--- config.mk ---
export PLATFORM = sky130hd
export DESIGN_NAME = hamming_encode_and_syndrome
export DESIGN_NICKNAME = d
export VERILOG_FILES = /design/src/rtl/hes_pkg.sv /design/src/rtl/hes_cfg.sv /design/src/rtl/hes_core.sv /design/src/rtl/hamming_encode_and_syndrome.sv
export SDC_FILE = /design/constraint.sdc
export NUM_CORES = 1
export LEC_CHECK = 0
export BUFFER_PORTS_ARGS = -buffer_cell sky130_fd_sc_hd__buf_2
export CORE_MARGIN = 2
export CORE_UTILIZATION = 45
export DETAILED_ROUTE_END_ITERATION = 12
export MAX_ROUTING_LAYER = met4
export PLACE_DENSITY_LB_ADDON = 0.1
export SETUP_SLACK_MARGIN = 0.05
export SLEW_MARGIN = 30
export SYNTH_ARGS = -nofsm -noshare
export SYNTH_HDL_FRONTEND = slang
export SYNTH_SLANG_ARGS = --single-unit
--- constraint.sdc ---
create_clock -name clk -period 7.4 [get_ports clk]
set_clock_uncertainty 0.1 [all_clocks]
set_input_delay 1.48 -clock clk [delete_from_list [all_inputs] [get_ports clk]]
set_output_delay 1.48 -clock clk [all_outputs]
set_load 0.02 [all_outputs]
--- src/rtl/hes_pkg.sv ---
`timescale 1ns / 1ps
// ----------------------------------------------------------------------------
// hes_pkg
// shared types, constants and bit-placement functions for the hamming block
// ----------------------------------------------------------------------------
package hes_pkg;

  localparam int MAX_DATA_BITS = 57;
  localparam int CW_BITS       = 63;
  localparam int LEN_W         = 6;

  localparam logic [CW_BITS-1:0] CW_ONES = {CW_BITS{1'b1}};

  typedef enum logic {
    CMD_ENCODE = 1'b0,
    CMD_CHECK  = 1'b1
  } cmd_t;

  // derived per-length settings, held while the block runs
  typedef struct packed {
    logic [LEN_W-1:0]   n;          // codeword length
    logic [CW_BITS-1:0] data_mask;  // data bits in use
    logic [CW_BITS-1:0] pos_mask;   // codeword positions 1..n
  } cfg_t;

  // smallest r with 2^r >= len + r + 1
  function automatic logic [2:0] parity_count(input logic [LEN_W-1:0] len);
    logic [2:0] r;
    r = 3'd6;
    for (int i = 6; i >= 0; i--) begin
      if ((8'd1 << i) >= (8'(len) + 8'(i) + 8'd1)) r = 3'(i);
    end
    return r;
  endfunction

  function automatic cfg_t derive_cfg(input logic [LEN_W-1:0] raw);
    logic [LEN_W-1:0] len;
    cfg_t c;
    len = raw;
    if (raw == '0) len = LEN_W'(1);
    if (raw > LEN_W'(MAX_DATA_BITS)) len = LEN_W'(MAX_DATA_BITS);
    c.n         = len + LEN_W'(parity_count(len));
    c.data_mask = ~(CW_ONES << len);
    c.pos_mask  = ~(CW_ONES << c.n);
    return c;
  endfunction

  // data bits, lowest first, onto the non-power-of-two positions
  function automatic logic [CW_BITS-1:0] scatter(input logic [CW_BITS-1:0] data);
    logic [CW_BITS-1:0] cw;
    logic [LEN_W-1:0]   k;
    cw = '0;
    k  = '0;
    for (int pos = 1; pos <= CW_BITS; pos++) begin
      if ((pos & (pos - 1)) != 0) begin
        cw[pos-1] = data[k];
        k = k + LEN_W'(1);
      end
    end
    return cw;
  endfunction

  // positions whose number has bit b set
  function automatic logic [CW_BITS-1:0] col_mask(input int b);
    logic [CW_BITS-1:0] m;
    m = '0;
    for (int pos = 1; pos <= CW_BITS; pos++) begin
      m[pos-1] = ((pos >> b) & 1) != 0;
    end
    return m;
  endfunction

  function automatic logic [LEN_W-1:0] syndrome_of(input logic [CW_BITS-1:0] cw);
    logic [LEN_W-1:0] s;
    for (int b = 0; b < LEN_W; b++) begin
      s[b] = ^(cw & col_mask(b));
    end
    return s;
  endfunction

endpackage

--- src/rtl/hes_cfg.sv ---
`timescale 1ns / 1ps
// ----------------------------------------------------------------------------
// hes_cfg
// data length register, kept as derived length and masks
// ----------------------------------------------------------------------------
module hes_cfg (
  input  logic                      clk,
  input  logic                      rst,
  input  logic                      wr_en,
  input  logic [hes_pkg::LEN_W-1:0] wr_data,
  output hes_pkg::cfg_t             cfg
);

  always_ff @(posedge clk) begin
    if (rst) begin
      cfg <= hes_pkg::derive_cfg(hes_pkg::LEN_W'(hes_pkg::MAX_DATA_BITS));
    end else if (wr_en) begin
      cfg <= hes_pkg::derive_cfg(wr_data);
    end
  end

endmodule

--- src/rtl/hes_core.sv ---
`timescale 1ns / 1ps
// ----------------------------------------------------------------------------
// hes_core
// encode and syndrome xor trees for one word
// ----------------------------------------------------------------------------
module hes_core (
  input  hes_pkg::cmd_t                  command,
  input  logic [hes_pkg::CW_BITS-1:0]    word,
  input  hes_pkg::cfg_t                  cfg,
  output logic [hes_pkg::CW_BITS-1:0]    codeword,
  output logic [hes_pkg::LEN_W-1:0]      syndrome,
  output logic                           error_found
);

  logic [hes_pkg::CW_BITS-1:0] enc_data;
  logic [hes_pkg::LEN_W-1:0]   enc_par;
  logic [hes_pkg::CW_BITS-1:0] enc_cw;
  logic [hes_pkg::LEN_W-1:0]   chk_syn;

  always_comb begin
    enc_data = hes_pkg::scatter(word & cfg.data_mask);
    enc_par  = hes_pkg::syndrome_of(enc_data);
    enc_cw   = enc_data;
    // parity at position 2^k
    for (int k = 0; k < hes_pkg::LEN_W; k++) begin
      enc_cw[(1 << k) - 1] = enc_par[k];
    end
    chk_syn = hes_pkg::syndrome_of(word & cfg.pos_mask);
  end

  always_comb begin
    case (command)
      hes_pkg::CMD_ENCODE: begin
        codeword    = enc_cw;
        syndrome    = '0;
        error_found = 1'b0;
      end
      hes_pkg::CMD_CHECK: begin
        codeword    = '0;
        syndrome    = chk_syn;
        error_found = chk_syn != '0;
      end
      default: begin
        codeword    = '0;
        syndrome    = '0;
        error_found = 1'b0;
      end
    endcase
  end

endmodule

--- src/rtl/hamming_encode_and_syndrome.sv ---
`timescale 1ns / 1ps
// ----------------------------------------------------------------------------
// hamming_encode_and_syndrome
// even-parity hamming encoder and syndrome checker, length set by register
// ----------------------------------------------------------------------------
// channel   handshake             payload
// command   start / busy          command, word
// config    cfg_valid / cfg_ready cfg_data (data length)
// result    done (strobe)         codeword, codeword_length, syndrome,
//                                 error_found
//
// one beat accepted per cycle while busy is low; done and the result are
// registered: the beat goes into the input register, then through the xor
// trees into the result register, and done rises with the result beat
// rst is synchronous; busy is set in reset and cleared at the next edge
// with rst low, blocking cfg_ready with it; then busy is low for good
// the receiver cannot stall: done marks every result for one cycle only
// ----------------------------------------------------------------------------
module hamming_encode_and_syndrome (
  input  logic                        clk,
  input  logic                        rst,
  // command channel
  input  logic                        start,
  output logic                        busy,
  input  logic                        command,
  input  logic [hes_pkg::CW_BITS-1:0] word,
  // config channel
  input  logic                        cfg_valid,
  output logic                        cfg_ready,
  input  logic [hes_pkg::LEN_W-1:0]   cfg_data,
  // result channel
  output logic                        done,
  output logic [hes_pkg::CW_BITS-1:0] codeword,
  output logic [hes_pkg::LEN_W-1:0]   codeword_length,
  output logic [hes_pkg::LEN_W-1:0]   syndrome,
  output logic                        error_found
);

  hes_pkg::cfg_t               cfg;
  logic                        accept;

  // input register
  logic                        in_valid;
  hes_pkg::cmd_t               in_cmd;
  logic [hes_pkg::CW_BITS-1:0] in_word;

  // core outputs
  logic [hes_pkg::CW_BITS-1:0] core_cw;
  logic [hes_pkg::LEN_W-1:0]   core_syn;
  logic                        core_err;

  assign accept    = start && !busy;
  assign cfg_ready = !busy;

  // held high across reset, cleared at the next edge with rst low
  always_ff @(posedge clk) begin
    if (rst) begin
      busy <= 1'b1;
    end else begin
      busy <= 1'b0;
    end
  end

  hes_cfg u_cfg (
    .clk     (clk),
    .rst     (rst),
    .wr_en   (cfg_valid && cfg_ready),
    .wr_data (cfg_data),
    .cfg     (cfg)
  );

  // capture the command beat
  always_ff @(posedge clk) begin
    if (rst) begin
      in_valid <= 1'b0;
    end else begin
      in_valid <= accept;
    end
  end

  always_ff @(posedge clk) begin
    if (accept) begin
      in_cmd  <= hes_pkg::cmd_t'(command);
      in_word <= word;
    end
  end

  hes_core u_core (
    .command     (in_cmd),
    .word        (in_word),
    .cfg         (cfg),
    .codeword    (core_cw),
    .syndrome    (core_syn),
    .error_found (core_err)
  );

  // result register, strobed for one cycle
  always_ff @(posedge clk) begin
    if (rst) begin
      done <= 1'b0;
    end else begin
      done <= in_valid;
    end
  end

  always_ff @(posedge clk) begin
    if (in_valid) begin
      codeword        <= core_cw;
      codeword_length <= cfg.n;
      syndrome        <= core_syn;
      error_found     <= core_err;
    end
  end

endmodule

* Yosys cells after proc, flatten, opt, wreduce, memory -nomap -nowiden
Cells that the tools add are included.
Widths: inputs -> output; s select.
** Storage, ports and cells
- Flip-flop bits (word level) :: 269
- Latch bits :: 0
- Bits in writable memories :: 0
- Memory bits (read-only) :: 0
- Input port bits :: 74
- Output and inout bits :: 79
- Logic and storage cells :: 70
- Memories kept :: 0
** Cells by class
- Add/subtract/negate cells :: 11
- $mul :: 0
- Divide/modulo/power cells :: 0
- Magnitude comparators :: 7
- Eq/ne operators :: 0
- Shift-type cells :: 2
- Muxes and demuxes :: 16
- Bitwise logic cells :: 5
- Reduce and logical (&&, ||, !) cells :: 17
** Operators with widths (count)
- $reduce_xor 63->1 :: 12
- $pmux 63 s2 :: 1
- $and 63x63->63 :: 1
- $not 63->63 :: 1
- $shl 63x6->57 const A :: 1
- $shl 63x6->63 const A :: 1
- $and 57x57->57 :: 1
- $not 57->57 :: 1
- $add 8x1->8 const B :: 5
- $mux 6 :: 4
- $mux 3 :: 6
- $add 6x2->7 const B :: 2
- $add 6x3->7 const B :: 2
- $pmux 6 s2 :: 1
- $ge 1x8->1 const A :: 1
- $ge 2x8->1 const A :: 1
- $ge 3x8->1 const A :: 1
- $ge 4x8->1 const A :: 1
- $ge 5x8->1 const A :: 1
- $ge 6x8->1 const A :: 1
- $add 6x1->7 const B :: 1
- $add 6x3->6 :: 1
- $gt 6x6->1 const B :: 1
- $logic_not 6->1 :: 1
- 7 further kinds :: 9

* Depth between registers and ports, before layout
- Depth after elaboration :: 19
- Mapped depth :: 24

* Hierarchy
From an unflattened synthesis, not the netlist that was laid out.
** Second synthesis, totals
- Cells, all modules :: 1258
- Area, all modules :: 12939.9 µm²
** Modules (own cells, without submodules)
- hes_cfg :: instances 1, cells each 692, area each 5789.3 µm², sequential area each 2622.5 µm²
- hamming_encode_and_syndrome :: instances 1, cells each 148, area each 4299.1 µm², sequential area each 4264.1 µm²
- hes_core :: instances 1, cells each 418, area each 2851.5 µm², sequential area each 0.0 µm²

* Worst setup path before layout
Ideal clock, no wire load.
- Path kind :: input to register
- Start :: in cfg_data[5] (netlist bit)
- End :: reg, netlist name u_cfg.cfg[18]
- Library setup time :: 0.079 ns
- Data arrival time :: 6.387 ns
- Required time :: 7.221 ns
- Path slack :: 0.834 ns
- Cell stages on the path :: 23
- Buffers on the path :: 4
- Cell sequence :: buf_2 > buf_2 > buf_1 > a21oi_1 > inv_1 > ha_1 > a21oi_1 > xnor2_1 > a2111oi_4 > a31oi_1 > o21a_1 > or4_1 > a21bo_1 > a22oi_2 > ha_1 > inv_1 > fa_1 > nor2b_1 > o21ai_0 > xnor2_1 > clkbuf_1 > o21ai_0 > o211ai_1
** On the way
- Longest elaborated chain between the ends :: 19
- Elaborated cells between the ends (all ways) :: 33
** RTL lines
- start: declaration :: line hamming_encode_and_syndrome.sv:30 : input logic [hes_pkg::LEN_W-1:0] cfg_data,
- parallel branches: the longest is 2 deep, another holds $gt 6x6->1
- $mux 6 * :: line hes_pkg.sv:41 : if (raw > LEN_W'(MAX_DATA_BITS)) len = LEN_W'(MAX_DATA_BITS);
- $mux 6 * :: line hes_cfg.sv:17 : end else if (wr_en) begin
- $mux 6 * :: line hes_cfg.sv:15 : if (rst) begin
- $add 6x3->7 :: line hes_pkg.sv:31 : if ((8'd1 << i) >= (8'(len) + 8'(i) + 8'd1)) r = 3'(i);
- $add 8x1->8 :: line hes_pkg.sv:31
- $ge 6x8->1 :: line hes_pkg.sv:31
- $mux 2 (2 in series) :: line hes_pkg.sv:31
- $mux 3 (4 in series) :: line hes_pkg.sv:31
- $mux 3 :: line hes_cfg.sv:17
- $mux 3 :: line hes_cfg.sv:15
- $add 6x3->6 * :: line hes_pkg.sv:42 : c.n = len + LEN_W'(parity_count(len));
- $shl 63x6->63 * :: line hes_pkg.sv:44 : c.pos_mask = ~(CW_ONES << c.n);
- $not 63->63 * :: line hes_pkg.sv:44
Every way passes the cells marked *. The select of a mux whose other input is x is not followed.
A chain may end at the register's enable or synchronous reset.

* Worst setup path after layout
- Start :: in cfg_data[4] (netlist bit)
- End :: reg, netlist name u_cfg.cfg[22]
** On the way
- Longest elaborated chain between the ends :: 19
- Elaborated cells between the ends (all ways) :: 33
** RTL lines (line)
- parallel branches: the longest is 2 deep, another holds $gt 6x6->1
- $mux 6 * :: hes_pkg.sv:41
- $mux 6 * :: hes_cfg.sv:17
- $mux 6 * :: hes_cfg.sv:15
- $add 6x3->7 :: hes_pkg.sv:31
- $add 8x1->8 :: hes_pkg.sv:31
- $ge 6x8->1 :: hes_pkg.sv:31
- $mux 2 (2 in series) :: hes_pkg.sv:31
- $mux 3 (4 in series) :: hes_pkg.sv:31
- $mux 3 :: hes_cfg.sv:17
- $mux 3 :: hes_cfg.sv:15
- $add 6x3->6 * :: hes_pkg.sv:42
- $shl 63x6->63 * :: hes_pkg.sv:44
- $not 63->63 * :: hes_pkg.sv:44
Marks and branches as above.

==> flow_metrics.py <==
metrics = {
    "status": {
        "outcome": "finished clean",
    },
    "sta": {
        "tightest_slew_ns": 0.933,
        "drv_slew": 0,
        "finalSetupViolations": 0,
        "fin_setup_tns_ns": 0,
        "rsz0062_at_grt": "false",
        "relSlewSlack_pct": 37.8,
        "min_period_ns": 6.36,
        "fmaxAchievable_mhz": 157,
        "timing.final.crit_share_pct": 86.0,
        "finalHoldViolCount": 0,
    },
    "placement": {
        "gp_congestion": 0.955,
        "dp_hpwl_mm": 28.1,
        "numPortBuffers": 152,
        "dp.cells": 1735,
    },
    "global_routing": {
        "first_global_vias": 9071,
        "overflow": 0,
        "grt_util_all_layers_pct": 26.0,
        "grt_pass1_wl_mm": 55.0,
        "antenna_found_initial": 1,
        "grt_max_degree": 86,
    },
    "setup_path": {
        "worst_setup_path_end_kind": "register",
        "path_class": "input port to register",
        "reg2reg_from": "in_word[10]$_DFFE_PP_",
        "critPathCapture": "u_cfg.cfg[22]$_SDFFE_PP1P_",
        "reg2reg_depth": 8,
        "startpoint_type": "input port",
        "critPathMaxFanout": 12,
        "regToRegEndpoint": "error_found$_DFFE_PP_",
        "r2r_setup_slack_ns": 4.68,
        "required_ns": 7.80,
        "worstPathArrival_ns": 6.76,
        "crit_start": "cfg_data[4]",
    },
    "clocking": {
        "cts_setup_buffers": 0,
        "clock-root-buffer": "clkbuf_16",
        "cts.sinks": 268,
        "cts.path.max_buffers": 3,
        "cts_htree_levels": 1,
        "insertion_delay_ns": 0.57,
        "cts_hold_buffers": 0,
        "tritoncts": "built",
        "clkTransAtPathRegs_ns": 0.06,
        "cts_inserted_buffers": 30,
        "cts.repair.resized": 0,
    },
    "final_layout": {
        "drive_above_1_share_pct": 17.1,
        "layout_common_cells": "208 x nand2_1, 181 x xnor2_1, 152 x buf_2",
        "fin_nets": 1489,
        "fin_cells": 1792,
        "final_common_cell": "nand2_1",
        "synthToLayoutAreaGrowth_pct": 17.8,
        "fillerInstances": 2514,
    },
    "synthesis": {
        "yosys.area.top_type": "edfxtp_1",
        "ys_seq_area_share_pct": 53.4,
        "synthFlopType": "edfxtp_1",
        "syn_area_sq_um": 12700,
        "synth_edf_count": 140,
        "netlist_instances": 1243,
        "avgSynthCellArea_sq_um": 10.2,
        "synth_cell_type_count": 60,
        "synthArstFlopShare_pct": 0,
        "ys.warnings.count": 0,
        "synth_top_area_share_pct": 33.2,
        "synth_area_leaders": "edfxtp_1 33%, dfxtp_1 20%, xnor2_1 13%",
        "synth_nets": 1343,
        "ys_ff_latch": 268,
    },
    "floorplanning": {
        "die_y_um": 172,
        "io_pins": 153,
        "dieArea_sq_um": 29500,
        "core_area_sq_um": 27700,
        "initial_core_util_pct": 45.7,
        "rows": 61,
        "die_x_um": 172,
    },
    "route": {
        "drt-vias-per-instance": 5.28,
        "avgRoutedWirePerCell_um": 21.0,
        "route.detailed.drc": 0,
        "routed_wl_mm": 37.5,
        "num_vias": 9467,
        "ant_nets": 0,
        "first_pass_iters": 7,
        "first_iter_violations": 677,
    },
    "power": {
        "power_density_nw_per_um2": 300,
        "vdd_drop_max_mv": 0.217,
        "cellLeakagePower_nw": 6.00,
    },
    "hold_path": {
        "hold_path_class": "register to register",
    },
    "flow_run": {
        "drv_cap": 0,
    },
}
## worst min-delay path by stage
stage | start | end | slack, ns | cells past startpoint
finish | u_cfg.cfg[127]$_SDFFE_PP1P_ | codeword_length[1]$_DFFE_PP_ | 0.34 | 0
detailed placement | u_cfg.cfg[129]$_SDFFE_PP1P_ | codeword_length[3]$_DFFE_PP_ | 0.32 | 0
CTS | u_cfg.cfg[78]$_SDFFE_PP1P_ | u_cfg.cfg[78]$_SDFFE_PP1P_ | 0.34 | 2
global placement | u_cfg.cfg[129]$_SDFFE_PP1P_ | codeword_length[3]$_DFFE_PP_ | 0.31 | 0
floorplan | u_cfg.cfg[126]$_SDFFE_PP1P_ | codeword_length[0]$_DFFE_PP_ | 0.31 | 0
global route | u_cfg.cfg[129]$_SDFFE_PP1P_ | codeword_length[3]$_DFFE_PP_ | 0.36 | 0
## worst max-delay path: stages
cell	delay [ns]
buf_2	0.19
and2_1	0.27
a21oi_1	0.40
inv_1	0.22
ha_1	0.27
a21oi_1	0.26
xnor2_1	0.18
a2111oi_4	0.36
a31oi_1	0.08
o21a_1	0.19
or4_1	0.41
a21bo_1	0.21
a22oi_2	0.15
ha_1	0.18
inv_1	0.05
fa_1	0.43
xor2_1	0.23
nor2_1	0.48
nand2_1	0.24
inv_1	0.16
o21ai_0	0.12
o211ai_1	0.17
## area by class of cell
type                    instances  area, sq um  share of cell area, %
multi-input cells             889         5580                   37.4
clock inverters                18          240                   1.61
inverters                      24         90.1                  0.604
diodes                          1         2.50                 0.0168
well taps                     378          473                   3.17
clock buffers                  38          821                   5.50
flip-flops and latches        268         6770                   45.4
repair buffers                176          941                   6.31
## power by group
part | internal [mW] | switching, mW
clock network | 0.962 | 0.630
logic | 0.503 | 0.638
registers | 1.68 | 0.0546
## per-stage QoR
step           area [sq um]  hold slack, ns  util [%]  setup WS, ns  power, mW
2_1_floorplan         12700           0.308         -         0.834       2.63
3_3_place_gp          13900           0.312      50.0         0.598       2.90
3_5_place_dp          13900           0.316      50.0         0.504       2.91
4_1_cts               14900           0.343      53.8          1.07       4.49
5_1_grt               14900           0.363      53.8         0.575       4.65
6_report              14900           0.340      53.8          1.04       4.47
## cells in the mapped netlist (12+ instances only)
master	count
nand2_1	209
xnor2_1	181
edfxtp_1	140
dfxtp_1	128
xor2_1	48
o211ai_1	22
clkbuf_1	51
nor2_1	111
inv_1	22
a21oi_1	92
o21ai_0	66
ha_1	25
a211o_1	12
nand3_1	14
## sequential cells by signal, indices dropped and copies added (netlist names)
register,count
u_cfg.cfg,125
codeword,63
in_word,63
codeword_length,6
syndrome,6
busy,1
done,1
error_found,1
in_cmd,1
in_valid,1
## layer usage
metal | global-route usage, % | wire, um | share of wire [%] | vias to the layer above
met4 | 10.3 | 1590 | 4.2 | 0
met1 | 34.1 | 16400 | 44 | 4478
met3 | 3.89 | 2380 | 6.3 | 93
li1 | - | - | - | 4547
met2 | 40.5 | 17200 | 46 | 349
met5 | - | 0 | 0 | -
## kinds of logic after synthesis
| group | after synthesis | synth area share [%] |
|---|---|---|
| DFF | 268 | 53.4 |
| AOI/OAI and AO/OA | 243 | 12.1 |
| adders and majority gates | 26 | 2.63 |
| xor gates and xnor gates | 232 | 16.4 |
| and+or+nand+nor | 386 | 12.7 |
| muxes | 2 | 0.168 |
| buffers and inverters | 86 | 2.65 |
No activity file was read; power rests on OpenSTA's default activity.
